**config.mk**
```make
export PLATFORM = sky130hd
export DESIGN_NAME = pitl_queue
export DESIGN_NICKNAME = d
export VERILOG_FILES = /design/src/hdl/pitl_pkg.sv /design/src/hdl/pitl_queue.sv
export SDC_FILE = /design/constraint.sdc
export NUM_CORES = 1
export LEC_CHECK = 0
export BUFFER_PORTS_ARGS = -buffer_cell sky130_fd_sc_hd__buf_4
export CAP_MARGIN = 10
export CORE_MARGIN = 2
export CORE_UTILIZATION = 30
export DETAILED_ROUTE_END_ITERATION = 10
export GPL_ROUTABILITY_DRIVEN = 0
export GPL_TIMING_DRIVEN = 0
export PLACE_DENSITY_LB_ADDON = 0.05
export SLEW_MARGIN = 20
export SYNTH_ARGS = -nofsm -noshare
export SYNTH_HDL_FRONTEND = slang
export SYNTH_SLANG_ARGS = --single-unit
```
**constraint.sdc**
```tcl
create_clock -name clk -period 5 [get_ports clk]
set_clock_uncertainty 0.2 [all_clocks]
set_input_delay 1 -clock clk [delete_from_list [all_inputs] [get_ports clk]]
set_output_delay 1 -clock clk [all_outputs]
set_load 0.02 [all_outputs]
```
**src/hdl/pitl_pkg.sv**
```systemverilog
// Shared types, constants and helpers for the palette inverse temperature lookup.
`default_nettype none

package pitl_pkg;

  localparam int IDX_W   = 8;
  localparam int COLOR_W = 8;
  localparam int RAW_W   = 14;
  localparam int TEMP_W  = 11;
  localparam int PCT_W   = 7;
  localparam int DIST_W  = 10;
  localparam int PROD_W  = 22;
  localparam int Q_W     = 15;
  localparam int RS_W    = 17;
  localparam int TD_W    = 15;
  localparam int TQ_W    = 10;
  localparam int PZ_W    = 15;
  localparam int MUL_W   = 16;
  localparam int DATA_W  = 32;
  localparam int ADDR_W  = 3;

  localparam int QUEUE_DEPTH = 2;

  localparam logic [RAW_W-1:0] RAW_MAX     = 14'h3FFF;
  localparam logic [RAW_W-1:0] TEMP_OFFSET = 14'd7900;
  localparam logic [RAW_W-1:0] MIN_RAW_RST = 14'd7900;
  localparam logic [RAW_W-1:0] MAX_RAW_RST = 14'd8300;

  localparam logic [COLOR_W-1:0] INDEX_SCALE = 8'd255;

  // floor(x / 255) estimate, low by at most one, for x below 2^22
  localparam logic [MUL_W-1:0] DIV255_LO    = 16'd32896;
  // exact floor(z / 255) for z below 2^15
  localparam logic [MUL_W-1:0] DIV255_HI    = 16'd32897;
  localparam int               DIV255_SHIFT = 23;
  // exact floor(x / 15) for x below 2^14
  localparam logic [MUL_W-1:0] DIV15_MUL    = 16'd34953;
  localparam int               DIV15_SHIFT  = 19;

  localparam logic [6:0] PCT_SCALE = 7'd100;
  localparam logic [6:0] PCT_BIAS  = 7'd127;

  typedef enum logic {
    CMD_LOAD  = 1'b0,
    CMD_QUERY = 1'b1
  } cmd_t;

  typedef enum logic {
    REG_MIN_RAW = 1'b0,
    REG_MAX_RAW = 1'b1
  } reg_idx_t;

  typedef struct packed {
    logic [COLOR_W-1:0] red;
    logic [COLOR_W-1:0] green;
    logic [COLOR_W-1:0] blue;
  } color_t;

  typedef struct packed {
    logic               is_query;
    logic [IDX_W-1:0]   entry_index;
    color_t             color;
  } req_t;

  typedef struct packed {
    logic full;
    logic empty;
  } q_status_t;

  typedef enum logic [3:0] {
    ST_IDLE,
    ST_SCAN,
    ST_DRAIN,
    ST_MUL,
    ST_DIVE,
    ST_DIVC,
    ST_CLAMP,
    ST_TEMP,
    ST_PCT,
    ST_DONE
  } back_state_t;

  function automatic logic [COLOR_W-1:0] abs_diff(input logic [COLOR_W-1:0] a,
                                                  input logic [COLOR_W-1:0] b);
    abs_diff = (a > b) ? (a - b) : (b - a);
  endfunction

endpackage

`default_nettype wire

```
**src/hdl/pitl_queue.sv**
```systemverilog
// Short request queue between the front end and the back end.
`default_nettype none

module pitl_queue (
  input  wire logic            clk,
  input  wire logic            rst_n,
  input  wire logic            push,
  input  wire pitl_pkg::req_t  push_req,
  input  wire logic            pop,
  output pitl_pkg::req_t       head,
  output pitl_pkg::q_status_t  status
);

  localparam int PTR_W = (pitl_pkg::QUEUE_DEPTH > 1) ? $clog2(pitl_pkg::QUEUE_DEPTH) : 1;
  localparam int CNT_W = $clog2(pitl_pkg::QUEUE_DEPTH + 1);
  localparam logic [PTR_W-1:0] PTR_LAST = PTR_W'(pitl_pkg::QUEUE_DEPTH - 1);
  localparam logic [CNT_W-1:0] CNT_FULL = CNT_W'(pitl_pkg::QUEUE_DEPTH);

  pitl_pkg::req_t   slot_r [pitl_pkg::QUEUE_DEPTH];
  logic [PTR_W-1:0] wr_ptr_r, wr_ptr_nxt;
  logic [PTR_W-1:0] rd_ptr_r, rd_ptr_nxt;
  logic [CNT_W-1:0] count_r, count_nxt;
  logic             do_push;
  logic             do_pop;

  always_comb begin
    status.full  = (count_r == CNT_FULL);
    status.empty = (count_r == '0);
    head         = slot_r[rd_ptr_r];

    do_push = push && !status.full;
    do_pop  = pop && !status.empty;

    wr_ptr_nxt = wr_ptr_r;
    rd_ptr_nxt = rd_ptr_r;
    count_nxt  = count_r;
    if (do_push) begin
      wr_ptr_nxt = (wr_ptr_r == PTR_LAST) ? '0 : wr_ptr_r + 1'b1;
    end
    if (do_pop) begin
      rd_ptr_nxt = (rd_ptr_r == PTR_LAST) ? '0 : rd_ptr_r + 1'b1;
    end
    if (do_push && !do_pop) begin
      count_nxt = count_r + 1'b1;
    end else if (!do_push && do_pop) begin
      count_nxt = count_r - 1'b1;
    end
  end

  always_ff @(posedge clk) begin
    if (!rst_n) begin
      wr_ptr_r <= '0;
      rd_ptr_r <= '0;
      count_r  <= '0;
    end else begin
      wr_ptr_r <= wr_ptr_nxt;
      rd_ptr_r <= rd_ptr_nxt;
      count_r  <= count_nxt;
    end
  end

  always_ff @(posedge clk) begin
    if (do_push) begin
      slot_r[wr_ptr_r] <= push_req;
    end
  end

endmodule

`default_nettype wire

```
Word-level counts from Yosys, hierarchy flattened
Memories as Yosys holds them, arrays and structs flattened. A register that Yosys moved wholly into a read port is not among the register bits.
Cells that the tools add are included.
{"block": "word_totals", "n_memories": 1, "input_bits": 37, "ram_bits": 66, "output_inout_bits": 35, "elab_cells": 27, "reg_bits": 4}
{"block": "classes", "eq_ne": 1, "n_addsub": 4, "reduce_logical": 10, "mux": 8}
{"memory": "slot_r", "words": 2, "word_bits": 33, "read_ports": 1, "rd_ports_with_merged_regs": 1, "write_ports": 1, "line_no": "pitl_queue.sv:19", "text": "pitl_pkg::req_t slot_r [pitl_pkg::QUEUE_DEPTH];"}
{"op": "1-bit two-way mux", "n": 6}
{"op": "1-bit logical AND", "n": 4}
{"op": "1-bit logical NOT", "n": 4}
{"op": "2-bit two-way mux", "n": 2}
{"op": "1-bit adder (second input constant)", "n": 2}
{"op": "2-bit by 1-bit adder with 2-bit output (second input constant)", "n": 1}
{"op": "2-bit == test (second input constant)", "n": 1}
{"op": "2-bit logical NOT", "n": 1}
{"op": "2-bit nonzero test", "n": 1}
{"op": "2-bit by 1-bit subtractor with 2-bit output (second input constant)", "n": 1}

Longest topological paths before layout
Gate-level depths: netlist (run 1).
{"block": "logic_depth", "depth_word": 7, "depth_mapped": 7, "depth_no_buf": 7}

Worst setup path before layout (run 1)
Ideal clock, no wire load.
{"block": "synth_path", "kind": "input -> register", "start": "input push", "end": "memory slot_r[0][0] (netlist name) (enable)", "slack_ns": 1.968, "stages": 2, "t_arrival_ns": 2.413, "required_time_ns": 4.381, "setup_ns": 0.419, "path_cell_list": "inv_1 -> nor3_2"}
{"block": "synth_between", "elab_chain_len": 3}
{"element": "start: declaration", "line_no": "pitl_queue.sv:7", "text": "input wire logic push,"}
{"element": "1-bit logical AND", "line_no": "pitl_queue.sv:31", "text": "do_push = push && !status.full;"}
{"element": "1-bit two-way mux", "line_no": "pitl_queue.sv:63", "text": "if (do_push) begin"}
{"element": "1-bit two-way mux (implied by the code)", "line_no": "pitl_queue.sv:64", "text": "slot_r[wr_ptr_r] <= push_req;"}
{"element": "end: declaration", "line_no": "pitl_queue.sv:19"}
No other way between the ends.

==> results of run 1 <==
-- registers in the layout (all words and copies together) (netlist names), named ones only --
signal	count
rd_ptr_r	1
count_r	2
slot_r	66
wr_ptr_r	1
-- per-layer routing --
| metal | share of wire (%) | vias to the layer above |
|---|---|---|
| met5 | 0 | - |
| met4 | 1.8 | 0 |
| met3 | 6.1 | 10 |
| met2 | 55 | 46 |
| met1 | 37 | 689 |
| li1 | - | 663 |
-- how the worst min path moves through the flow --
stage	end	slack [ps]	cells after the start
floorplan	count_r[1]	280	2
global placement	count_r[1]	300	2
detailed placement	count_r[1]	370	2
CTS	count_r[1]	380	2
global route	count_r[1]	430	2
finish	count_r[1]	390	2
-- cell families (layout without fill, tap and decap cells) --
group,count (synthesis),count (layout)
compound gates,5,5
xor+xnor,3,3
fa+ha+maj,1,1
mux,33,33
flops,71,71
buf+inv,6,96
simple gates,9,9
-- tightest hold or removal path, stage by stage (launching register included) --
cell	delay (ps)
sky130_fd_sc_hd__dfxtp_1	340
sky130_fd_sc_hd__o21ai_0	110
sky130_fd_sc_hd__a21boi_1	90
-- where the power goes --
group / switching (mW) / internal [mW]
clock: 0.193 / 0.242
combinational: 0.312 / 0.277
sequential: 0.0262 / 0.748
-- through the flow --
| stage | utilization, % | hold slack (ps) | instance area [um2] | setup slack (ps) |
|---|---|---|---|---|
| after CTS | 41.0 | 382 | 3520 | 2150 |
| after floorplan | - | 283 | 2610 | 1970 |
| final | 41.0 | 385 | 3520 | 2200 |
| after global placement | 38.1 | 295 | 3280 | 1080 |
| after global routing | 41.0 | 430 | 3520 | 2090 |
| after detailed placement | 38.8 | 373 | 3330 | 2260 |
-- cells in the mapped netlist (all sizes together) --
library cell	number
nor2	2
and2	3
inv	2
or3	1
edfxtp	66
ha	1
dfxtp	5
and3	1
o21a	1
a21boi	2
mux2	33
nor3	1
xnor2	2
o21ai	2
nand2b	1
xor2	1
buf	4
-- cell usage in the layout (no fill, tap or decap) --
cell and instances:
sky130_fd_sc_hd__o21ai_1 1, sky130_fd_sc_hd__clkbuf_1 2, sky130_fd_sc_hd__clkbuf_8 10, sky130_fd_sc_hd__buf_8 2, sky130_fd_sc_hd__nor3_4 1, sky130_fd_sc_hd__and2_1 3
sky130_fd_sc_hd__dfxtp_1 5, sky130_fd_sc_hd__inv_1 1, sky130_fd_sc_hd__xnor2_1 2, sky130_fd_sc_hd__buf_4 71, sky130_fd_sc_hd__a21boi_0 1, sky130_fd_sc_hd__buf_12 1
sky130_fd_sc_hd__bufinv_16 1, sky130_fd_sc_hd__xor2_1 1, sky130_fd_sc_hd__inv_2 1, sky130_fd_sc_hd__clkinv_2 3, sky130_fd_sc_hd__nor2_1 2, sky130_fd_sc_hd__mux2_2 33
sky130_fd_sc_hd__o21ai_0 1, sky130_fd_sc_hd__ha_1 1, sky130_fd_sc_hd__or3_1 1, sky130_fd_sc_hd__and3_2 1, sky130_fd_sc_hd__a21boi_1 1, sky130_fd_sc_hd__nand2b_1 1
sky130_fd_sc_hd__o21a_1 1, sky130_fd_sc_hd__edfxtp_1 66, sky130_fd_sc_hd__buf_2 4
-- area by class of cell --
class | instances | area [um2]
multi-input cells | 51 | 505
clock buffers | 12 | 145
well taps | 108 | 135
flip-flops and latches | 71 | 2080
fillers | 812 | 5070
plain buffers | 4 | 20.0
repair buffers | 74 | 583
inverters | 2 | 7.51
clock inverters | 4 | 45.0
==> results.py, run 1 <==
metrics = {
    "global_routing": {
        "number_of_antenna_violations_at_the_first_check_in_global_routing": 0,
        "grt.met1_usage_pct": 10.9,
        "grt_start_max_net_pins": 24,
        "grt_remaining_overflow": 0,
        "grt_use_total_pct": 11.0,
        "globalRouteMet2Util_pct": 20.6,
        "grtUsageMet3_pct": 3.53,
        "grt_first_pass_wirelength_mm": 7.87,
        "busiest_layer": "met2",
        "number_of_global_route_vias_before_repair": 1634,
    },
    "outcome": {
        "run_status": "complete, no violations",
    },
    "floorplanning": {
        "die-area_um2": 9450,
        "top_level_ports": 72,
        "floorplan.initialDensity_pct": 30.3,
        "floorplan.rows": 34,
        "core_um2": 8590,
        "die_height_um": 97.2,
        "floorplan.die.width_um": 97.2,
    },
    "placement": {
        "port_buffers": 71,
        "half_perimeter_wire_length_after_detailed_placement_mm": 3.57,
        "numPlacedInstances": 310,
    },
    "logic_synthesis": {
        "synth_xor_xnor_area_share_pct": 1.01,
        "largest_family_of_logic_cells_by_synthesized_area": "multiplexers",
        "yosysSeqAreaShare_pct": 79.8,
        "postSynthCellCount": 128,
        "synth.yosys.warnings": 0,
        "synth_top_area_share_pct": 76.0,
        "yosys.area_share.simple_pct": 2.11,
        "synth_adder_area_share_pct": 0.480,
        "synth-compound-area-share_pct": 1.25,
        "netlist.top_cell.by_area": "sky130_fd_sc_hd__edfxtp_1",
        "ys_ff_latch": 71,
        "post_synth_num_cell_types": 20,
        "synthesis.nets": 166,
        "mappedNetlistArea_um2": 2610,
        "synthMuxAreaShare_pct": 14.3,
        "synth_area_leaders": "sky130_fd_sc_hd__edfxtp_1 76%, sky130_fd_sc_hd__mux2_2 14%, sky130_fd_sc_hd__dfxtp_1 3.8%",
        "synth.avg_cell_area_um2": 20.4,
    },
    "worst_setup_path": {
        "setup.worst_path.start_class": "flop",
        "critPathRequiredTime_ps": 3800,
        "worstRegToRegCells": 5,
        "crit_family": "buffers and inverters",
        "critical_path.reg2reg.startpoint": "count_r[0]",
        "worstReg2RegEnd": "slot_r[0][16]",
        "critical_path_depth": 4,
        "crit_type": "reg2out",
        "worst_path_cell_with_the_longest_stage_delay": "sky130_fd_sc_hd__mux2_2",
        "ff2ff_setup_slack_ps": 2850,
        "timing.critical_path.cells": "buf_2 -> buf_2 -> mux2_2 -> buf_4",
        "critPathCapture": "head[21]",
        "worstPathBufferInverterCount": 3,
        "worstPathMaxFanout": 10,
        "timing.critical_path.arrival_ps": 1600,
        "critical_path.endpoint_type": "output port",
        "cp_most_frequent_cell": "sky130_fd_sc_hd__buf_2",
        "worst_path_largest_cell_delay_ps": 370,
    },
    "clock_tree": {
        "clock_path_buffers": 2,
        "cts_made_buffers": 9,
        "cts_hold_buf": 0,
        "clock_tree.root_cell": "sky130_fd_sc_hd__clkbuf_8",
        "cts_sinks": 71,
        "cts_setup_buffers": 0,
        "cts_tree": "yes",
        "worst_setup_hold_path_clk_slew_ps": 70,
        "cts.repair.resized": 0,
        "clock_insertion_delay_worst_skew_ps": 330,
        "htree_num_levels": 3,
    },
    "sta": {
        "setup_violating_endpoint_count_in_the_final_report": 0,
        "fin_crit_ps": 2800,
        "hold_viol": 0,
        "slew_violations": 0,
        "max_freq_ghz": 0.357,
        "totalNegativeSetupSlack_ps": 0,
        "max-slew-margin-rel_pct": 55.0,
        "final_min_period_over_clock_period_pct": 56.0,
        "rsz0062_at_grt": "no",
        "max_slew.worst_pin.slew_ps": 673,
    },
    "cells_and_area": {
        "finalNetCount": 251,
        "num_antenna_cells": 0,
        "area.growth.synth_to_final_pct": 35.1,
        "stdcell_count": 326,
        "drive_gt1_share_pct": 58.7,
    },
    "drt": {
        "drt_first_pass_iters": 4,
        "via_count": 1408,
        "wirelength_mm": 4.99,
        "vias_per_cell": 4.32,
        "post-route-drc-count": 0,
        "detail_route.iter0.violations": 12,
        "count_of_antenna_violating_nets_left_after_detailed_routing": 0,
        "wire_per_inst_um": 15.3,
    },
    "pwr": {
        "cellLeakagePower_nw": 1.32,
        "fin_total_pwr_mw": 1.80,
        "power-per-cell-area_nw_per_um2": 510,
        "irDropWorstVdd_mv": 0.234,
    },
    "flow_run": {
        "maximum_capacitance_violations": 0,
    },
    "hold_path": {
        "hold_path_class": "reg2reg",
        "worstHoldStart": "count_r[1]",
    },
}
Note: power is estimated with default switching activity, not from simulation.
==> run 2: changes to the inputs <==
- ABC_AREA: not set -> 1
- clock period: 5 -> 2.5 ns (I/O delays scaled with it)
==> results.py, run 2 <==
metrics = {
    "clock_tree": {
        "cts_sinks": 71,
        "clock_tree.root_cell": "sky130_fd_sc_hd__clkbuf_8",
        "cts.repair.resized": 0,
        "cts_made_buffers": 9,
        "clock_path_buffers": 2,
        "clock_insertion_delay_worst_skew_ps": 330,
        "worst_setup_hold_path_clk_slew_ps": 70,
        "cts_tree": "yes",
        "cts_setup_buffers": 0,
        "htree_num_levels": 3,
        "cts_hold_buf": 0,
    },
    "floorplanning": {
        "floorplan.initialDensity_pct": 30.5,
        "die_height_um": 100,
        "floorplan.rows": 35,
        "floorplan.die.width_um": 100,
        "top_level_ports": 72,
        "die-area_um2": 10100,
        "core_um2": 9110,
    },
    "sta": {
        "setup_violating_endpoint_count_in_the_final_report": 0,
        "fin_ws_ps": 363,
        "fin_crit_ps": 2140,
        "rsz0062_at_grt": "no",
        "final_min_period_over_clock_period_pct": 85.5,
        "max-slew-margin-rel_pct": 59.7,
        "max_freq_ghz": 0.468,
        "max_slew.worst_pin.slew_ps": 603,
        "hold_viol": 0,
        "slew_violations": 0,
    },
    "logic_synthesis": {
        "synth_enable_flop_cells": 66,
        "largest_family_of_logic_cells_by_synthesized_area": "multiplexers",
        "synthesis.nets": 179,
        "yosys.area_share.simple_pct": 2.70,
        "synth-async-reset-ratio_pct": 0,
        "synth.yosys.warnings": 0,
        "ys_ff_latch": 71,
        "postSynthCellCount": 141,
        "post-synth-top-count-cell": "sky130_fd_sc_hd__edfxtp_1",
        "synth_top_flop_cell": "sky130_fd_sc_hd__edfxtp_1",
        "synth_adder_area_share_pct": 0.450,
        "mappedNetlistArea_um2": 2780,
        "synth.avg_cell_area_um2": 19.7,
        "post_synth_num_cell_types": 15,
        "yosys-top-cells-count": "66 x sky130_fd_sc_hd__edfxtp_1, 30 x sky130_fd_sc_hd__mux2_4, 11 x sky130_fd_sc_hd__nor2_1",
        "synth_top_area_share_pct": 71.2,
        "yosysSeqAreaShare_pct": 74.8,
        "synth_xor_xnor_area_share_pct": 0,
        "synth-compound-area-share_pct": 0.854,
        "netlist.top_cell.by_area": "sky130_fd_sc_hd__edfxtp_1",
        "synthMuxAreaShare_pct": 17.4,
        "synth_area_leaders": "sky130_fd_sc_hd__edfxtp_1 71%, sky130_fd_sc_hd__mux2_4 16%, sky130_fd_sc_hd__dfxtp_1 3.6%",
    },
    "cells_and_area": {
        "commonest_cells_after_routing_fill_and_taps_aside": "71 x sky130_fd_sc_hd__buf_4, 66 x sky130_fd_sc_hd__edfxtp_1, 30 x sky130_fd_sc_hd__mux2_4",
        "layout.cells.most_common": "sky130_fd_sc_hd__buf_4",
        "number_of_flip_flops_under_the_largest_register_name": 66,
        "area.growth.synth_to_final_pct": 34.3,
        "regMostFlops": "slot_r",
        "finalNetCount": 263,
        "reg_top3": "slot_r x66, count_r x2",
        "multiInputGateArea_um2": 611,
        "drive_gt1_share_pct": 55.7,
        "area.sequential_um2": 2080,
        "layout.filler_cells": 850,
        "num_antenna_cells": 0,
        "stdcell_count": 341,
    },
    "drt": {
        "drt_first_pass_iters": 4,
        "detail_route.iter0.violations": 32,
        "count_of_antenna_violating_nets_left_after_detailed_routing": 0,
        "via_count": 1453,
        "wirelength_mm": 5.00,
        "post-route-drc-count": 0,
        "wire_per_inst_um": 14.7,
        "vias_per_cell": 4.26,
    },
    "hold_path": {
        "hold_path_class": "in2reg",
    },
    "global_routing": {
        "globalRouteMet2Util_pct": 17.6,
        "busiest_layer": "met2",
        "grt_use_total_pct": 10.2,
        "grt_remaining_overflow": 0,
        "grt.met1_usage_pct": 10.7,
        "grt_start_max_net_pins": 21,
        "grtUsageMet3_pct": 3.62,
        "number_of_antenna_violations_at_the_first_check_in_global_routing": 0,
        "grt_first_pass_wirelength_mm": 7.45,
        "number_of_global_route_vias_before_repair": 1608,
    },
    "worst_setup_path": {
        "worstPathBufferInverterCount": 3,
        "critical_path.endpoint_type": "output port",
        "worstPathMaxFanout": 10,
        "crit_type": "reg2out",
        "timing.critical_path.cells": "buf_6 -> buf_12 -> mux2_4 -> buf_4",
        "setup.worst_path.start_class": "flop",
        "crit_family": "buffers and inverters",
        "worst_path_cell_with_the_longest_stage_delay": "sky130_fd_sc_hd__dfxtp_1",
        "worst_path_largest_cell_delay_ps": 320,
        "timing.critical_path.arrival_ps": 1440,
        "critPathRequiredTime_ps": 1800,
    },
    "pwr": {
        "cellLeakagePower_nw": 1.48,
        "irDropWorstVdd_mv": 0.349,
        "power-per-cell-area_nw_per_um2": 1010,
    },
    "placement": {
        "port_buffers": 71,
        "dp_worst_setup_slack_ps": 528,
        "numPlacedInstances": 325,
        "half_perimeter_wire_length_after_detailed_placement_mm": 3.48,
    },
    "outcome": {
        "run_status": "complete, no violations",
    },
    "flow_run": {
        "maximum_capacitance_violations": 0,
    },
}
## run 2: worst register-to-register path, delay by kind of cell, from the launching register on
kind                     cells  cell delay (ps)
AND/OR/NAND/NOR              3              240
adder cells (fa/ha/maj)      1              340
flip-flops                   1              380
AO/OA/AOI/OAI                1              300
buffers and inverters        4              340
## run 2: power breakdown
part | internal, mW | switching, mW | leakage (nW)
sequential | 1.50 | 0.0597 | 0.657
clock | 0.558 | 0.410 | 0.102
combinational | 0.616 | 0.624 | 0.716
total | 2.68 | 1.09 | 1.48
## run 2: kinds of logic after synthesis
family          Yosys count
simple gates             19
mux                      33
compound gates            4
flops                    71
buf+inv                  13
fa+ha+maj                 1
## run 2: per-layer routing
metal	routed length, um	vias up
li1	-	689
met1	1960	704
met2	2620	51
met3	325	9
met4	98	0
met5	0	-
## run 2: path summary, 6_finish.rpt
check	cells past startpoint	start	slack [ps]	end
setup / recovery	4	flop	360	head[13]
hold / removal	1	push_req[30]	140	slot_r[1][30]
setup reg to reg	9	count_r[1]	640	count_r[1]
hold reg to reg	2	rd_ptr_r	320	rd_ptr_r
## run 2: final cells by class
type,count,share of cell area [%]
Multi-Input combinational cell,57,16.3
Timing Repair Buffer,73,15.7
Sequential cell,71,55.7
Clock buffer,10,3.41
Clock inverter,6,2.28
Tap cell,111,3.72
Inverter,9,0.904
Buffer,4,1.91
## run 2: per-stage QoR
stage / hold WS [ps] / util, % / setup TNS (ps) / total power [mW] / cell area [um2]
global route: 118 / 41.0 / 0 / 3.95 / 3740
global placement: 285 / 37.9 / -65430 / 2.77 / 3450
floorplan: 267 / - / -5640 / 2.37 / 2780
detailed placement: 294 / 38.7 / 0 / 2.85 / 3520
CTS: 122 / 41.0 / 0 / 3.83 / 3740
finish: 142 / 41.0 / 0 / 3.77 / 3740
