`src/hdl/pitl_pkg.sv`:
```
// Shared types, constants and helpers for the palette inverse temperature lookup.
`default_nettype none

package pitl_pkg;

  localparam int IDX_W   = 8;
  localparam int COLOR_W = 8;
  localparam int RAW_W   = 14;
  localparam int TEMP_W  = 11;
  localparam int PCT_W   = 7;
  localparam int DIST_W  = 10;
  localparam int PROD_W  = 22;
  localparam int Q_W     = 15;
  localparam int RS_W    = 17;
  localparam int TD_W    = 15;
  localparam int TQ_W    = 10;
  localparam int PZ_W    = 15;
  localparam int MUL_W   = 16;
  localparam int DATA_W  = 32;
  localparam int ADDR_W  = 3;

  localparam int QUEUE_DEPTH = 2;

  localparam logic [RAW_W-1:0] RAW_MAX     = 14'h3FFF;
  localparam logic [RAW_W-1:0] TEMP_OFFSET = 14'd7900;
  localparam logic [RAW_W-1:0] MIN_RAW_RST = 14'd7900;
  localparam logic [RAW_W-1:0] MAX_RAW_RST = 14'd8300;

  localparam logic [COLOR_W-1:0] INDEX_SCALE = 8'd255;

  // floor(x / 255) estimate, low by at most one, for x below 2^22
  localparam logic [MUL_W-1:0] DIV255_LO    = 16'd32896;
  // exact floor(z / 255) for z below 2^15
  localparam logic [MUL_W-1:0] DIV255_HI    = 16'd32897;
  localparam int               DIV255_SHIFT = 23;
  // exact floor(x / 15) for x below 2^14
  localparam logic [MUL_W-1:0] DIV15_MUL    = 16'd34953;
  localparam int               DIV15_SHIFT  = 19;

  localparam logic [6:0] PCT_SCALE = 7'd100;
  localparam logic [6:0] PCT_BIAS  = 7'd127;

  typedef enum logic {
    CMD_LOAD  = 1'b0,
    CMD_QUERY = 1'b1
  } cmd_t;

  typedef enum logic {
    REG_MIN_RAW = 1'b0,
    REG_MAX_RAW = 1'b1
  } reg_idx_t;

  typedef struct packed {
    logic [COLOR_W-1:0] red;
    logic [COLOR_W-1:0] green;
    logic [COLOR_W-1:0] blue;
  } color_t;

  typedef struct packed {
    logic               is_query;
    logic [IDX_W-1:0]   entry_index;
    color_t             color;
  } req_t;

  typedef struct packed {
    logic full;
    logic empty;
  } q_status_t;

  typedef enum logic [3:0] {
    ST_IDLE,
    ST_SCAN,
    ST_DRAIN,
    ST_MUL,
    ST_DIVE,
    ST_DIVC,
    ST_CLAMP,
    ST_TEMP,
    ST_PCT,
    ST_DONE
  } back_state_t;

  function automatic logic [COLOR_W-1:0] abs_diff(input logic [COLOR_W-1:0] a,
                                                  input logic [COLOR_W-1:0] b);
    abs_diff = (a > b) ? (a - b) : (b - a);
  endfunction

endpackage

`default_nettype wire

```
`src/hdl/pitl_back.sv`:
```
// Back end: writes palette entries, scans the palette for a query and scales the result.
`default_nettype none

module pitl_back #(
  parameter int PALETTE_ENTRIES = 255
) (
  input  wire logic                                   clk,
  input  wire logic                                   rst_n,
  input  wire pitl_pkg::q_status_t                    q_status,
  input  wire pitl_pkg::req_t                         head,
  output logic                                        pop,
  output logic                                        ram_we,
  output logic [$clog2(PALETTE_ENTRIES)-1:0]          ram_waddr,
  output pitl_pkg::color_t                            ram_wdata,
  output logic [$clog2(PALETTE_ENTRIES)-1:0]          ram_raddr,
  input  wire pitl_pkg::color_t                       ram_rdata,
  input  wire logic [pitl_pkg::RAW_W-1:0]             min_raw,
  input  wire logic [pitl_pkg::RAW_W-1:0]             max_raw,
  input  wire logic                                   out_stall,
  output logic                                        out_valid,
  output logic [pitl_pkg::IDX_W-1:0]                  out_nearest_index,
  output logic [pitl_pkg::RAW_W-1:0]                  out_raw_value,
  output logic signed [pitl_pkg::TEMP_W-1:0]          out_temperature_degrees,
  output logic [pitl_pkg::PCT_W-1:0]                  out_percent
);

  localparam int AW = $clog2(PALETTE_ENTRIES);
  localparam logic [AW-1:0] LAST_ENTRY = AW'(PALETTE_ENTRIES - 1);
  localparam int EST_W  = pitl_pkg::PROD_W + pitl_pkg::MUL_W;
  localparam int TP_W   = pitl_pkg::RAW_W + pitl_pkg::MUL_W;
  localparam int PP_W   = pitl_pkg::PZ_W + pitl_pkg::MUL_W;

  pitl_pkg::back_state_t state_r, state_nxt;

  logic [AW-1:0]                       rd_cnt_r, rd_cnt_nxt;
  logic [AW-1:0]                       cmp_idx_r, cmp_idx_nxt;
  logic                                rd_vld_r, rd_vld_nxt;
  pitl_pkg::color_t                    pix_r, pix_nxt;
  logic [AW-1:0]                       best_r, best_nxt;
  logic [pitl_pkg::DIST_W-1:0]         best_dist_r, best_dist_nxt;
  logic                                neg_r, neg_nxt;
  logic [pitl_pkg::PROD_W-1:0]         mag_r, mag_nxt;
  logic [pitl_pkg::Q_W-1:0]            q_r, q_nxt;
  logic [pitl_pkg::RAW_W-1:0]          raw_r, raw_nxt;
  logic signed [pitl_pkg::TEMP_W-1:0]  temp_r, temp_nxt;
  logic [pitl_pkg::PCT_W-1:0]          pct_r, pct_nxt;

  logic                                out_valid_r, out_valid_nxt;
  logic [pitl_pkg::IDX_W-1:0]          out_idx_r;
  logic [pitl_pkg::RAW_W-1:0]          out_raw_r;
  logic signed [pitl_pkg::TEMP_W-1:0]  out_temp_r;
  logic [pitl_pkg::PCT_W-1:0]          out_pct_r;

  logic                                start_query;
  logic                                out_load;
  logic                                scan_en;

  logic [pitl_pkg::IDX_W-1:0]          best_idx;
  logic [pitl_pkg::DIST_W-1:0]         color_dist;
  logic [pitl_pkg::RAW_W-1:0]          diff_mag;
  logic [EST_W-1:0]                    est;
  logic [pitl_pkg::PROD_W-1:0]         q255;
  logic [pitl_pkg::PROD_W-1:0]         rem;
  logic [pitl_pkg::PROD_W-1:0]         rem_fix;
  logic [pitl_pkg::Q_W-1:0]            q_fix;
  logic signed [pitl_pkg::RS_W-1:0]    q_s;
  logic signed [pitl_pkg::RS_W-1:0]    raw_s;
  logic signed [pitl_pkg::TD_W-1:0]    t_s;
  logic [pitl_pkg::RAW_W-1:0]          t_mag;
  logic [TP_W-1:0]                     t_prod;
  logic [pitl_pkg::TQ_W-1:0]           t_q;
  logic [pitl_pkg::PZ_W-1:0]           pz;
  logic [PP_W-1:0]                     p_prod;

  // next state
  always_comb begin
    state_nxt = state_r;
    case (state_r)
      pitl_pkg::ST_IDLE: begin
        if (!q_status.empty && head.is_query) begin
          state_nxt = pitl_pkg::ST_SCAN;
        end
      end
      pitl_pkg::ST_SCAN: begin
        if (rd_cnt_r == LAST_ENTRY) begin
          state_nxt = pitl_pkg::ST_DRAIN;
        end
      end
      pitl_pkg::ST_DRAIN: state_nxt = pitl_pkg::ST_MUL;
      pitl_pkg::ST_MUL:   state_nxt = pitl_pkg::ST_DIVE;
      pitl_pkg::ST_DIVE:  state_nxt = pitl_pkg::ST_DIVC;
      pitl_pkg::ST_DIVC:  state_nxt = pitl_pkg::ST_CLAMP;
      pitl_pkg::ST_CLAMP: state_nxt = pitl_pkg::ST_TEMP;
      pitl_pkg::ST_TEMP:  state_nxt = pitl_pkg::ST_PCT;
      pitl_pkg::ST_PCT:   state_nxt = pitl_pkg::ST_DONE;
      pitl_pkg::ST_DONE: begin
        if (!out_valid_r || !out_stall) begin
          state_nxt = pitl_pkg::ST_IDLE;
        end
      end
      default: state_nxt = pitl_pkg::ST_IDLE;
    endcase
  end

  // control outputs
  always_comb begin
    pop         = 1'b0;
    ram_we      = 1'b0;
    start_query = 1'b0;
    out_load    = 1'b0;
    scan_en     = 1'b0;
    case (state_r)
      pitl_pkg::ST_IDLE: begin
        pop         = !q_status.empty;
        ram_we      = !q_status.empty && !head.is_query;
        start_query = !q_status.empty && head.is_query;
      end
      pitl_pkg::ST_SCAN: scan_en = 1'b1;
      pitl_pkg::ST_DONE: out_load = !out_valid_r || !out_stall;
      default: begin
        pop = 1'b0;
      end
    endcase
    ram_waddr = head.entry_index[AW-1:0];
    ram_wdata = head.color;
    ram_raddr = rd_cnt_r;
  end

  // datapath
  always_comb begin
    best_idx = pitl_pkg::IDX_W'(best_r);
    color_dist = pitl_pkg::DIST_W'(pitl_pkg::abs_diff(ram_rdata.red, pix_r.red))
               + pitl_pkg::DIST_W'(pitl_pkg::abs_diff(ram_rdata.green, pix_r.green))
               + pitl_pkg::DIST_W'(pitl_pkg::abs_diff(ram_rdata.blue, pix_r.blue));

    diff_mag = (max_raw >= min_raw) ? (max_raw - min_raw) : (min_raw - max_raw);

    est = EST_W'(mag_r) * EST_W'(pitl_pkg::DIV255_LO);

    q255 = pitl_pkg::PROD_W'({q_r, 8'd0}) - pitl_pkg::PROD_W'(q_r);
    rem  = mag_r - q255;
    if (rem >= pitl_pkg::PROD_W'(pitl_pkg::INDEX_SCALE)) begin
      q_fix   = q_r + 1'b1;
      rem_fix = rem - pitl_pkg::PROD_W'(pitl_pkg::INDEX_SCALE);
    end else begin
      q_fix   = q_r;
      rem_fix = rem;
    end

    q_s = $signed({2'b00, q_r});
    if (neg_r) begin
      q_s = -q_s;
    end
    raw_s = $signed({3'b000, min_raw}) + q_s;

    t_s   = $signed({1'b0, raw_r}) - $signed({1'b0, pitl_pkg::TEMP_OFFSET});
    t_mag = (t_s < 0) ? pitl_pkg::RAW_W'(-t_s) : pitl_pkg::RAW_W'(t_s);
    t_prod = TP_W'(t_mag) * TP_W'(pitl_pkg::DIV15_MUL);
    t_q    = t_prod[pitl_pkg::DIV15_SHIFT +: pitl_pkg::TQ_W];

    pz     = pitl_pkg::PZ_W'(best_idx) * pitl_pkg::PZ_W'(pitl_pkg::PCT_SCALE)
           + pitl_pkg::PZ_W'(pitl_pkg::PCT_BIAS);
    p_prod = PP_W'(pz) * PP_W'(pitl_pkg::DIV255_HI);

    rd_cnt_nxt    = rd_cnt_r;
    cmp_idx_nxt   = rd_cnt_r;
    rd_vld_nxt    = scan_en;
    pix_nxt       = pix_r;
    best_nxt      = best_r;
    best_dist_nxt = best_dist_r;
    neg_nxt       = neg_r;
    mag_nxt       = mag_r;
    q_nxt         = q_r;
    raw_nxt       = raw_r;
    temp_nxt      = temp_r;
    pct_nxt       = pct_r;

    if (start_query) begin
      pix_nxt       = head.color;
      rd_cnt_nxt    = '0;
      best_nxt      = '0;
      best_dist_nxt = '1;
    end
    if (scan_en) begin
      rd_cnt_nxt = rd_cnt_r + 1'b1;
    end
    if (rd_vld_r && (color_dist < best_dist_r)) begin
      best_dist_nxt = color_dist;
      best_nxt      = cmp_idx_r;
    end

    case (state_r)
      pitl_pkg::ST_MUL: begin
        neg_nxt = (max_raw < min_raw);
        mag_nxt = pitl_pkg::PROD_W'(best_idx) * pitl_pkg::PROD_W'(diff_mag);
      end
      pitl_pkg::ST_DIVE: begin
        q_nxt = est[pitl_pkg::DIV255_SHIFT +: pitl_pkg::Q_W];
      end
      pitl_pkg::ST_DIVC: begin
        // round a negative quotient toward minus infinity
        q_nxt = q_fix + pitl_pkg::Q_W'(neg_r && (rem_fix != '0));
      end
      pitl_pkg::ST_CLAMP: begin
        if (raw_s < 0) begin
          raw_nxt = '0;
        end else if (raw_s > $signed({3'b000, pitl_pkg::RAW_MAX})) begin
          raw_nxt = pitl_pkg::RAW_MAX;
        end else begin
          raw_nxt = raw_s[pitl_pkg::RAW_W-1:0];
        end
      end
      pitl_pkg::ST_TEMP: begin
        if (t_s < 0) begin
          temp_nxt = -$signed({1'b0, t_q});
        end else begin
          temp_nxt = $signed({1'b0, t_q});
        end
      end
      pitl_pkg::ST_PCT: begin
        pct_nxt = p_prod[pitl_pkg::DIV255_SHIFT +: pitl_pkg::PCT_W];
      end
      default: begin
        neg_nxt = neg_r;
      end
    endcase

    out_valid_nxt = out_valid_r;
    if (out_load) begin
      out_valid_nxt = 1'b1;
    end else if (!out_stall) begin
      out_valid_nxt = 1'b0;
    end
  end

  always_ff @(posedge clk) begin
    if (!rst_n) begin
      state_r     <= pitl_pkg::ST_IDLE;
      rd_vld_r    <= 1'b0;
      out_valid_r <= 1'b0;
    end else begin
      state_r     <= state_nxt;
      rd_vld_r    <= rd_vld_nxt;
      out_valid_r <= out_valid_nxt;
    end
  end

  always_ff @(posedge clk) begin
    rd_cnt_r    <= rd_cnt_nxt;
    cmp_idx_r   <= cmp_idx_nxt;
    pix_r       <= pix_nxt;
    best_r      <= best_nxt;
    best_dist_r <= best_dist_nxt;
    neg_r       <= neg_nxt;
    mag_r       <= mag_nxt;
    q_r         <= q_nxt;
    raw_r       <= raw_nxt;
    temp_r      <= temp_nxt;
    pct_r       <= pct_nxt;
    if (out_load) begin
      out_idx_r  <= best_idx;
      out_raw_r  <= raw_r;
      out_temp_r <= temp_r;
      out_pct_r  <= pct_r;
    end
  end

  assign out_valid               = out_valid_r;
  assign out_nearest_index       = out_idx_r;
  assign out_raw_value           = out_raw_r;
  assign out_temperature_degrees = out_temp_r;
  assign out_percent             = out_pct_r;

endmodule

`default_nettype wire

```
`config.mk`:
```
export PLATFORM = sky130hd
export DESIGN_NAME = pitl_back
export DESIGN_NICKNAME = d
export VERILOG_FILES = /design/src/hdl/pitl_pkg.sv /design/src/hdl/pitl_back.sv
export SDC_FILE = /design/constraint.sdc
export NUM_CORES = 1
export LEC_CHECK = 0
export CAP_MARGIN = 10
export CORE_UTILIZATION = 65
export DETAILED_ROUTE_END_ITERATION = 8
export DONT_BUFFER_PORTS = 1
export PLACE_DENSITY = 0.84
export SLEW_MARGIN = 20
export SYNTH_ARGS = -nofsm -noshare
export SYNTH_HDL_FRONTEND = slang
export SYNTH_SLANG_ARGS = --single-unit
```
`constraint.sdc`:
```
create_clock -name clk -period 9.7 [get_ports clk]
set_clock_uncertainty 0.05 [all_clocks]
set_input_delay 0 -clock clk [delete_from_list [all_inputs] [get_ports clk]]
set_output_delay 0 -clock clk [all_outputs]
set_load 0.01 [all_outputs]
```
# ---- Word-level counts from Yosys, hierarchy flattened
# Cells that the tools add are included.
dict set report totals {
  ff_bits 174
  in_bits 90
  out_inout_bits 83
  elab_cells 114
}
dict set report op_classes {
  n_addsub 22
  n_mul 5
  order_cmp 10
  eq_ne 14
  mux 27
  reduce_logical 15
}
# cell count
set ops {}
lappend ops {{two-way mux 8 bit} 6}
lappend ops {{subtractor 8 bit} 6}
lappend ops {{two-way mux 14 bit} 3}
lappend ops {{one-hot mux 4 bit (10 select lines)} 1}
lappend ops {{multiplier 22 x 9 -> 31 bit (second input constant)} 1}
lappend ops {{multiplier 15 x 16 -> 30 bit (second input constant)} 1}
lappend ops {{two-way mux 10 bit} 3}
lappend ops {{one-hot mux 15 bit (2 select lines)} 1}
lappend ops {{multiplier 14 x 16 -> 29 bit (second input constant)} 1}
lappend ops {{subtractor 14 bit} 2}
lappend ops {{> comparator 8 bit} 3}
lappend ops {{>= comparator 22 x 8 -> 1 bit (second input constant)} 1}
lappend ops {{multiplier 8 x 14 -> 22 bit} 1}
lappend ops {{two-way mux 22 bit} 1}
lappend ops {{nonzero test 22 bit} 1}
lappend ops {{subtractor 22 x 15 -> 22 bit} 1}
lappend ops {{subtractor 22 bit} 1}
lappend ops {{subtractor 22 x 8 -> 22 bit (second input constant)} 1}
lappend ops {{adder 15 x 17 -> 17 bit} 1}
lappend ops {{> comparator 17 x 15 -> 1 bit (second input constant)} 1}
lappend ops {{< comparator 17 x 1 -> 1 bit (second input constant)} 1}
lappend ops {{two-way mux 17 bit} 1}
lappend ops {{negator 15 -> 17 bit} 1}
lappend ops {{equality test 4 x 3 -> 1 bit (second input constant)} 4}
lappend ops {{other kinds (29)} 49}

# ---- Longest topological paths before layout
# Gate-level depths: netlist of the first run.
dict set report depth {
  word_depth 8
  mapped_depth 38
  mapped_depth_nobuf 37
}

# ---- Worst setup path after synthesis of the first run
# No wires, ideal clock.
dict set report synth_timing {
  path_kind {input -> register}
  startpoint {in min_raw[5] (netlist bit)}
  endpoint {reg mag_r[21] (netlist bit), data pin}
  setup_time_ns 0.260
  arrival_ns 7.152
  required_ns 9.390
  path_slack_ns 2.238
  path_stages 33
  n_path_buf 2
  cell_sequence {inv_1 > ha_1 > clkbuf_1 > and2_1 > a31oi_1 > o21ai_0 > a221o_1 > a21o_1 > a21o_1 > a21o_1 > a21oi_1 > nand2_1 > clkbuf_1 > mux2i_1 > xnor2_1 > nand2_1 > fa_1 > fa_1 > inv_1 > fa_1 > fa_1 > ha_1 > a21boi_0 > o21ai_0 > a21boi_0 > o21ai_0 > a21boi_0 > o31ai_1 > a211oi_1 > o31ai_1 > nand2b_1 > a21oi_1 > xnor2_1}
}
dict set report synth_via {
  elab_chain_len 3
  elab_cells_between_ends 5
  cone_classes {2 x add/sub; 1 x mul; 1 x order compare; 1 x mux}
}
# item line
set synth_rtl {}
lappend synth_rtl {{start: declaration} pitl_back.sv:17} ;# input wire logic [pitl_pkg::RAW_W-1:0] min_raw,
lappend synth_rtl {{subtractor 14 bit / >= comparator 14 bit (equally long branches)} pitl_back.sv:136} ;# diff_mag = (max_raw >= min_raw) ? (max_raw - min_raw) : (min_raw - max_raw);
lappend synth_rtl {{two-way mux 14 bit (*)} pitl_back.sv:136}
lappend synth_rtl {{multiplier 8 x 14 -> 22 bit (*)} pitl_back.sv:195} ;# mag_nxt = pitl_pkg::PROD_W'(best_idx) * pitl_pkg::PROD_W'(diff_mag);
lappend synth_rtl {{end signal: assignment} pitl_back.sv:255} ;# mag_r <= mag_nxt;
lappend synth_rtl {{end: declaration} pitl_back.sv:42} ;# logic [pitl_pkg::PROD_W-1:0] mag_r, mag_nxt;
# Mark *: on every way between the ends. The rest lies on a longest branch, timed or not.
# A chain may end at the register's enable or synchronous reset.

# ---- Worst setup path in the final report of the first run
dict set report layout_timing {
  startpoint {in max_raw[0] (netlist bit)}
  endpoint {reg mag_r[21] (netlist bit), data pin}
}
dict set report layout_via {
  elab_chain_len 3
  elab_cells_between_ends 5
  cone_classes {2 x add/sub; 1 x mul; 1 x order compare; 1 x mux}
}
# item line
set layout_rtl {}
lappend layout_rtl {{start: declaration} pitl_back.sv:18} ;# input wire logic [pitl_pkg::RAW_W-1:0] max_raw,
lappend layout_rtl {{subtractor 14 bit / >= comparator 14 bit (equally long branches)} pitl_back.sv:136}
lappend layout_rtl {{two-way mux 14 bit (*)} pitl_back.sv:136}
lappend layout_rtl {{multiplier 8 x 14 -> 22 bit (*)} pitl_back.sv:195}
# Marks and branches as above.

==> metrics, run 1 <==
CP max FO 17; GRT met3 Usage 0.0400; Worst EP arrival 8.50 ns; Hold Crit Class in -> out; DR DRC count 0; CTS Buf Count 17; Critical R2R Launch raw_r[2]$_SDFFCE_PN0P_; cell area after synthesis 22200 um2; Hold Crit Start q_status[0]; RR Endpoint temp_r[9]$_DFFE_PP_; Clock Latency Late Sink 0.45 ns; CTS tree done; DP Wirelength 40500 um; f_max 120 MHz; Slowest cell on crit path xnor2_1; Final Cycle Share 0.861; # rows 67; most common cell after layout, fill and taps aside ha_1; Seq/Total Area, Yosys 0.229; max cap viols 0; reg2reg setup slack 1.41 ns; Reg area 5080 um2; grt peak-use layer met2; Synth Instances 2406; NumNets Final 2990; layout cells sized above 1 0.0324; area grow syn2layout 5.80%; I/O pins 173; vias in the first global route 17464; core outline area 33600 um2; CP dominant cell by count inv_1; min cycle time layout 8.36 ns; die area 34900 um2; CTS clk-pin slew, worst paths 0.07 ns; initial antenna violation count 0; Crit path required time 9.85 ns; post-CTS sizing 0; die width 187 um; Die H 187 um; clock sinks 174; Initial Util 0.661; syn nets 3003; largest net degree at the start of global routing 41; via/cell ratio 6.09; syn_area_per_cell 9.23 um2; FILL cells 2443; post-synthesis cell type count 88; area of the multi-input gates 15300 um2; Post-CTS Hold Fix Bufs 45; Total Routing Usage GR 0.298; first-pass GRT wire length 84300 um; most frequent cells in the layout ha_1 (389), inv_1 (358), edfxtp_1 (160); Max-Slew Margin vs Limit 0.335; worst hold stages 1; Setup TNS Final 0 ns; Yosys reg bits 174; worst slew pin tran 0.997 ns; cell count of the worst reg-to-reg path 30; CTS root buf clkbuf_16; pins over their slew limit 0; number of synthesized flops with an enable pin 160; antenna viol nets, final 0; startpoint types primary input; total grt overflow 0; Post-CTS Setup Bufs 0; status finished, final reports clean; DRT iter0 DRCs 1253; routed vias 17376; Routed Wire Length 51400 um; gpl congestion 0.925; Synthesis Warnings 0; slowest stage delay, CP 0.70 ns; Worst Hold End ram_we; IO buf count 0; RSZ-0062 raised after global routing no; detailed-route wire length per cell 18.0 um; DR pass1 iterations 5; GR Layer Usage met1 0.379; Worst Setup Path Type in -> reg; Crit. Startpoint max_raw[0]; final hold vios 0; Max clock buf depth 2; Final setup viols 0; CP Capture Type flip-flop; Post-synth top flop edfxtp_1; H-tree depth 4; met2 Resource Use GR 0.522; post-synthesis async set-or-reset flop share 0
## cell usage after synthesis (5+ instances only)
| cell | count | area, um2 |
|---|---|---|
| inv_1 | 358 | 1340 |
| o31ai_1 | 24 | 180 |
| ha_1 | 389 | 4870 |
| a21oi_1 | 118 | 591 |
| xnor2_1 | 131 | 1150 |
| clkbuf_1 | 51 | 191 |
| o21ai_0 | 96 | 480 |
| nand2_1 | 155 | 582 |
| or3_1 | 11 | 68.8 |
| nor2_1 | 107 | 402 |
| a211oi_1 | 16 | 120 |
| and2_1 | 70 | 438 |
| o21bai_1 | 20 | 150 |
| edfxtp_1 | 160 | 4800 |
| nand2b_1 | 38 | 238 |
| a31oi_1 | 12 | 75.1 |
| buf_4 | 32 | 240 |
| a221oi_1 | 10 | 87.6 |
| or2_2 | 8 | 50.1 |
| mux2i_1 | 21 | 210 |
| nor2b_1 | 48 | 300 |
| nor3b_1 | 7 | 52.6 |
| nand4_1 | 18 | 113 |
| nand3_1 | 52 | 260 |
| nor4_1 | 13 | 81.3 |
| mux2_2 | 5 | 56.3 |
| dfxtp_1 | 14 | 280 |
| nor3_1 | 37 | 185 |
| o41ai_1 | 5 | 43.8 |
| a221o_1 | 8 | 80.1 |
| a21boi_0 | 11 | 82.6 |
| xor2_1 | 59 | 517 |
| o21a_1 | 23 | 173 |
| a21o_1 | 54 | 405 |
| and3_1 | 12 | 75.1 |
| fa_1 | 118 | 2360 |
## worst max path at each step
stage                          end  slack (ns)  cells after the start
3_3_place_gp   mag_r[21]$_DFFE_PP_        1.19                     35
2_1_floorplan  mag_r[21]$_DFFE_PP_        2.24                     33
3_5_place_dp   mag_r[20]$_DFFE_PP_        0.98                     35
4_1_cts        mag_r[20]$_DFFE_PP_        1.43                     34
6_report       mag_r[21]$_DFFE_PP_        1.34                     36
5_1_grt        mag_r[21]$_DFFE_PP_        0.55                     35
## sequential cells by signal (all words and copies together), names as in the netlist
register                 flops
raw_r                       14
temp_r                      11
best_idx                     8
out_raw_value               14
cmp_idx_r                    8
out_valid                    1
out_temperature_degrees     11
rd_vld_r                     1
q_r                         15
best_dist_r                 10
pix_r                       24
out_percent                  7
pct_r                        7
ram_raddr                    8
out_nearest_index            8
neg_r                        1
state_r                      4
mag_r                       22
## stage by stage
step / cell area, um2 / hold WS (ns) / std cells / utilization / setup slack, ns
finish: 23500 / 0.00286 / 2855 / 0.699 / 1.34
global route: 23500 / 0.00611 / 2854 / 0.699 / 0.555
CTS: 23500 / 0.00213 / 2854 / 0.699 / 1.43
detailed placement: 22400 / -0.0499 / 2777 / 0.667 / 0.978
global placement: 22400 / -0.0499 / 2777 / 0.667 / 1.19
floorplan: 22200 / 0.000692 / 2406 / - / 2.24
## critical path: cells and delay by family
family          cells  cell delay [ns]
compound gates     18             4.03
xor+xnor            2             0.78
fa+ha+maj           7             2.56
buf+inv             5             0.25
simple gates        4             0.86
## final cells by class
class | count | area share
timing repair buffer | 56 | 0.0227
clock buffer | 22 | 0.0220
tap | 448 | 0.0239
sequential | 174 | 0.216
clock inverter | 10 | 0.00458
inverter | 358 | 0.0572
multi-input combinational | 1786 | 0.653
antenna | 1 | 0.000106
## cell families (layout without fill, tap and decap cells)
kind of cell             after synthesis  count (layout)  share of synthesized area
AND/OR/NAND/NOR                      603             603                      0.140
adder cells (fa/ha/maj)              508             508                      0.326
multiplexers                          26              26                     0.0120
AO/OA/AOI/OAI                        458             458                      0.137
other                                  0               1                          0
XOR/XNOR                             191             191                     0.0757
buffers and inverters                446             446                     0.0810
flip-flops                           174             174                      0.229
## layer usage
layer / up-vias / part of all wire
li1: 8217 / -
met1: 8368 / 0.42
met2: 668 / 0.49
met3: 123 / 0.065
met4: 0 / 0.029
met5: - / 0
Power of run 1 is not shown: default switching activity piles up to over one toggle a cycle in this logic, so the estimate is an artifact.
==> run 2: changes to the inputs <==
CELL_PAD_IN_SITES_DETAIL_PLACEMENT = 1   (was not set)
CELL_PAD_IN_SITES_GLOBAL_PLACEMENT = 1   (was not set)
CORE_UTILIZATION = 56   (was 65)
PLACE_DENSITY = 0.92   (was 0.84)
clock period = 9.9 ns   (was 9.7 ns; I/O delays follow)
==> metrics, run 2 (synthesis gave the netlist of run 1 again) <==
Setup TNS Final 0 ns (unchanged); CP Buf/Inv Count 5 (unchanged); largest net degree at the start of global routing 41 (unchanged); CTS root buf clkbuf_16; max reg flops 24 (unchanged); first-pass GRT wire length 126000 um (+50%); via/cell ratio 6.68 (+9.7%); DRT iter0 DRCs 1586 (+27%); die area 40500 um2 (+16%); Worst Hold End raw_r[6]$_SDFFCE_PN0P_; antenna viol nets, final 0 (unchanged); Final Cycle Share 0.940; layout cells sized above 1 0.0332 (+0.000804); detailed-route wire length per cell 28.1 um (+56%); most frequent cells in the layout ha_1 (389), inv_1 (357), edfxtp_1 (160); f_max 107 MHz; H-tree depth 4 (unchanged); Hold Crit Start min_raw[6]; CTS Buf Count 17 (unchanged); top flop regs pix_r (24), mag_r (22), q_r (15); Crit path required time 10.08 ns (+0.23 ns); die width 201 um (+7.7%); min cycle time layout 9.31 ns; slowest stage delay, CP 0.70 ns (about the same); delay-heaviest family, CP compound AO/OA/AOI/OAI gates; Max clock buf depth 2 (unchanged); Die H 201 um (+7.7%); Total Routing Usage GR 0.408 (+0.110); I/O pins 173 (unchanged); worst slew pin tran 1.16 ns (+0.161 ns); gpl congestion 0.915 (-1.1%); max cap viols 0 (unchanged); Final WS setup 0.590 ns (-0.754 ns); RR Endpoint temp_r[10]$_SDFFCE_PP0P_; Max-Slew Margin vs Limit 0.222 (-0.112); DP Wirelength 54900 um (+35%); Worst Setup Path Type in -> reg; initial antenna violation count 3 (+3); DR DRC count 0 (unchanged); RSZ-0062 raised after global routing no; Critical R2R Launch raw_r[2]$_SDFFCE_PN0P_; CP max FO 17 (unchanged); startpoint types primary input; Biggest register pix_r; CTS tree done; reg2reg setup slack 1.10 ns (-0.31 ns); Clock Latency Late Sink 0.50 ns (+0.05 ns); core outline area 38900 um2 (+16%); Final setup viols 0 (unchanged); Worst EP arrival 9.49 ns (+0.99 ns); # rows 72 (+7.5%); pins over their slew limit 0 (unchanged); worst hold stages 3 (+2); NumNets Final 2992 (+0.067%); IO buf count 0 (unchanged); status finished, final reports clean; Worst Setup Slack post-DPL 0.753 ns (-0.225 ns); Post-CTS Setup Bufs 0 (unchanged); clock sinks 174 (unchanged); final hold vios 0 (unchanged); Routed Wire Length 82300 um (+60%); Final Util 0.606 (-0.0933); Hold Crit Class in -> reg; most common cell after layout, fill and taps aside ha_1; total grt overflow 0 (unchanged); routed vias 19549 (+13%); DR pass1 iterations 5 (unchanged); Initial Util 0.571 (-0.0900); area grow syn2layout 6.13%; CTS clk-pin slew, worst paths 0.08 ns (about the same); cell count of the worst reg-to-reg path 31 (+3.3%); vias in the first global route 21688 (+24%); Slowest cell on crit path xnor2_1; CP Capture Type flip-flop
run 2: cell types whose count changed in the layout (fill, tap and decap cells not counted):
| cell | change |
|---|---|
| inv_8 | -1 |
| diode_2 | +1 |
| xnor2_1 | -1 |
| inv_6 | +2 |
| clkinv_1 | +1 |
| clkbuf_1 | -1 |
| dlygate4sd3_1 | +2 |
| xnor2_2 | +1 |
| clkinv_2 | +2 |
| clkbuf_16 | -1 |
| bufinv_16 | -1 |
| inv_1 | -1 |
run 2: metal layers:
| metal | share of wire | global-route usage | vias to the layer above |
|---|---|---|---|
| met5 | 0.00028 | 0 | - |
| met4 | 0.086 | 0.319 | 4 |
| met2 | 0.48 | 0.697 | 1181 |
| met1 | 0.36 | 0.441 | 9642 |
| met3 | 0.071 | 0.0873 | 504 |
| li1 | - | - | 8218 |
run 2: how the worst max path moves through the flow:
stage / start / slack [ns] / endpoint / cells after the start
finish: max_raw[0] / 0.59 / mag_r[21]$_DFFE_PP_ / 35
global route: max_raw[0] / 0.19 / mag_r[21]$_DFFE_PP_ / 35
floorplan: min_raw[5] / 2.44 / mag_r[21]$_DFFE_PP_ / 33
global placement: max_raw[0] / 1.40 / mag_r[21]$_DFFE_PP_ / 35
detailed placement: max_raw[0] / 0.75 / mag_r[21]$_DFFE_PP_ / 36
CTS: max_raw[0] / 0.77 / mag_r[21]$_DFFE_PP_ / 35
run 2: tightest hold or removal path: stages:
cell and delay [ns]:
ha_1 0.14, nor2_1 0.05, o31ai_1 0.21
run 2: cell type report:
type / count / area [um2]
Multi-Input combinational cell: 1786 / 15400
Antenna cell: 2 / 5.00
Clock buffer: 20 / 489
Sequential cell: 174 / 5080
Fill cell: 4359 / 15300
Clock inverter: 12 / 93.8
Timing Repair Buffer: 58 / 553
Tap cell: 518 / 648
Inverter: 358 / 1340
run 2: repair_timing:
item / in CTS / in global routing
hold buffers: 47 / 0
endpoints found under the hold margin: 77 / 0
endpoints found under the setup margin: 0 / 1
resized for setup: 0 / 1
run 2: metrics by stage:
step	hold WS [ns]	area [um2]	cells
6_report	0.00232	23600	2928
3_5_place_dp	-0.0499	22500	2847
2_1_floorplan	0.000692	22200	2406
3_3_place_gp	-0.0499	22500	2847
4_1_cts	0.00319	23600	2926
5_1_grt	0.00738	23600	2927
Power of run 2 is left out for the same reason.
==> run 3: changes to the inputs <==
HOLD_SLACK_MARGIN = 0.08   (was not set)
==> metrics, run 3 (synthesis gave the netlist of run 1 again) <==
status finished, final reports clean; Hold Crit Class in -> reg; I/O pins 173 (unchanged); Initial Util 0.571 (unchanged); max reg flops 24 (unchanged); most common cell after layout, fill and taps aside ha_1; NumNets Final 3000 (+0.27%); f_max 104 MHz (-2.9%); DR DRC count 0 (unchanged); H-tree depth 4 (unchanged); Final Non-Filler Cells 2937 (+0.31%); CP dominant cell by count fa_1; Final Cycle Share 0.969 (+0.0283); final hold vios 0 (unchanged); largest net degree at the start of global routing 41 (unchanged); clock sinks 174 (unchanged); Setup TNS Final 0 ns (unchanged); IO buf count 0 (unchanged); top flop regs pix_r (24), mag_r (22), q_r (15); CP max FO 17 (unchanged); DR pass1 iterations 5 (unchanged); Final Util 0.608 (+0.00257); routed vias 20148 (+3.1%); Max-Slew Margin vs Limit 0.174 (-0.0487); initial antenna violation count 3 (unchanged); FILL cells 4373 (+0.32%); Crit path required time 10.10 ns (+0.02 ns); die area 40500 um2 (unchanged); antenna viol nets, final 0 (unchanged); Routed Wire Length 87900 um (+6.9%); Total Routing Usage GR 0.441 (+0.0327); first-pass GRT wire length 134000 um (+6.3%); CTS tree done; Max clock buf depth 2 (unchanged); worst slew pin tran 1.23 ns (+0.0726 ns); gpl congestion 0.915 (unchanged); max cap viols 0 (unchanged); Biggest register pix_r; vias in the first global route 22362 (+3.1%); DRT iter0 DRCs 1853 (+17%); RSZ-0062 raised after global routing no; slowest stage delay, CP 0.59 ns (-0.11 ns); Cell Area, Placed 22500 um2 (unchanged); Slowest cell on crit path fa_1; post-route cell area 23700 um2 (+0.42%); CTS root buf clkbuf_16; area grow syn2layout 6.59%; pins over their slew limit 0 (unchanged); CP Capture Type flip-flop; Worst Setup Path Type in -> reg; DP Wirelength 54900 um (unchanged); # rows 72 (unchanged); detailed-route wire length per cell 29.9 um (+6.5%); CTS clk-pin slew, worst paths 0.07 ns (about the same); startpoint types primary input; Die H 201 um (unchanged); via/cell ratio 6.86 (+2.7%); Clock Latency Late Sink 0.51 ns (about the same); core outline area 38900 um2 (unchanged); most frequent cells in the layout ha_1 (389), inv_1 (357), edfxtp_1 (160); total grt overflow 0 (unchanged); Worst EP arrival 9.79 ns (+0.30 ns); die width 201 um (unchanged); CTS Buf Count 17 (unchanged); min cycle time layout 9.59 ns (+0.280 ns); cell count after placement 2847 (unchanged); Final setup viols 0 (unchanged); layout cells sized above 1 0.0344 (+0.00113)
run 3: cell count changes in the layout (fill, tap and decap cells not counted), sizes merged:
cell         change
dlygate4sd3      +8
diode            +1
run 3: area by class of cell:
cell class                 count  area [um2]  area share
antenna                        3        7.51    0.000317
clock buffer                  20         489      0.0207
clock inverter                12        93.8     0.00396
inverter                     358        1340      0.0568
multi-input combinational   1786       15400       0.649
sequential                   174        5080       0.215
tap                          518         648      0.0274
timing repair buffer          66         633      0.0267
run 3: timing repair:
item | in CTS | in global routing
endpoints found under the setup margin | 0 | 5
endpoints found under the hold margin | 112 | 0
hold buffers | 55 | 0
resized for setup | 0 | 3
setup buffers | 0 | 0
run 3: worst max-delay path: cells and delay by family:
family	cells	cell delay (ns)
fa+ha+maj	6	2.86
simple gates	3	0.68
xor+xnor	2	0.57
buf+inv	5	0.96
compound gates	18	4.70
run 3: path summary, 6_finish.rpt:
path                        startpoint                                     to  slack (ns)  cells after the start
max                         min_raw[1]                    mag_r[21]$_DFFE_PP_        0.31                     34
min                        min_raw[12]                raw_r[12]$_SDFFCE_PN0P_        0.11                      3
max reg2reg  best_idx[2]$_SDFFCE_PN0P_                     pct_r[6]$_DFFE_PP_        0.89                     28
min reg2reg   temp_r[10]$_SDFFCE_PP0P_  out_temperature_degrees[10]$_DFFE_PP_        0.38                      0
run 3: per-layer routing:
| layer | part of all wire | routed length (um) | global-route usage |
|---|---|---|---|
| met3 | 0.091 | 7960 | 0.126 |
| met5 | 0 | 0 | 0 |
| met4 | 0.099 | 8660 | 0.395 |
| met2 | 0.47 | 41300 | 0.722 |
| met1 | 0.34 | 30000 | 0.462 |
run 3: stage by stage:
step / setup WS, ns / hold WS [ns]
2_1_floorplan: 2.44 / 0.000692
3_3_place_gp: 1.40 / -0.0499
3_5_place_dp: 0.753 / -0.0499
4_1_cts: 0.339 / 0.0959
5_1_grt: 0.0201 / 0.131
6_report: 0.311 / 0.114
Power of run 3 is left out for the same reason.
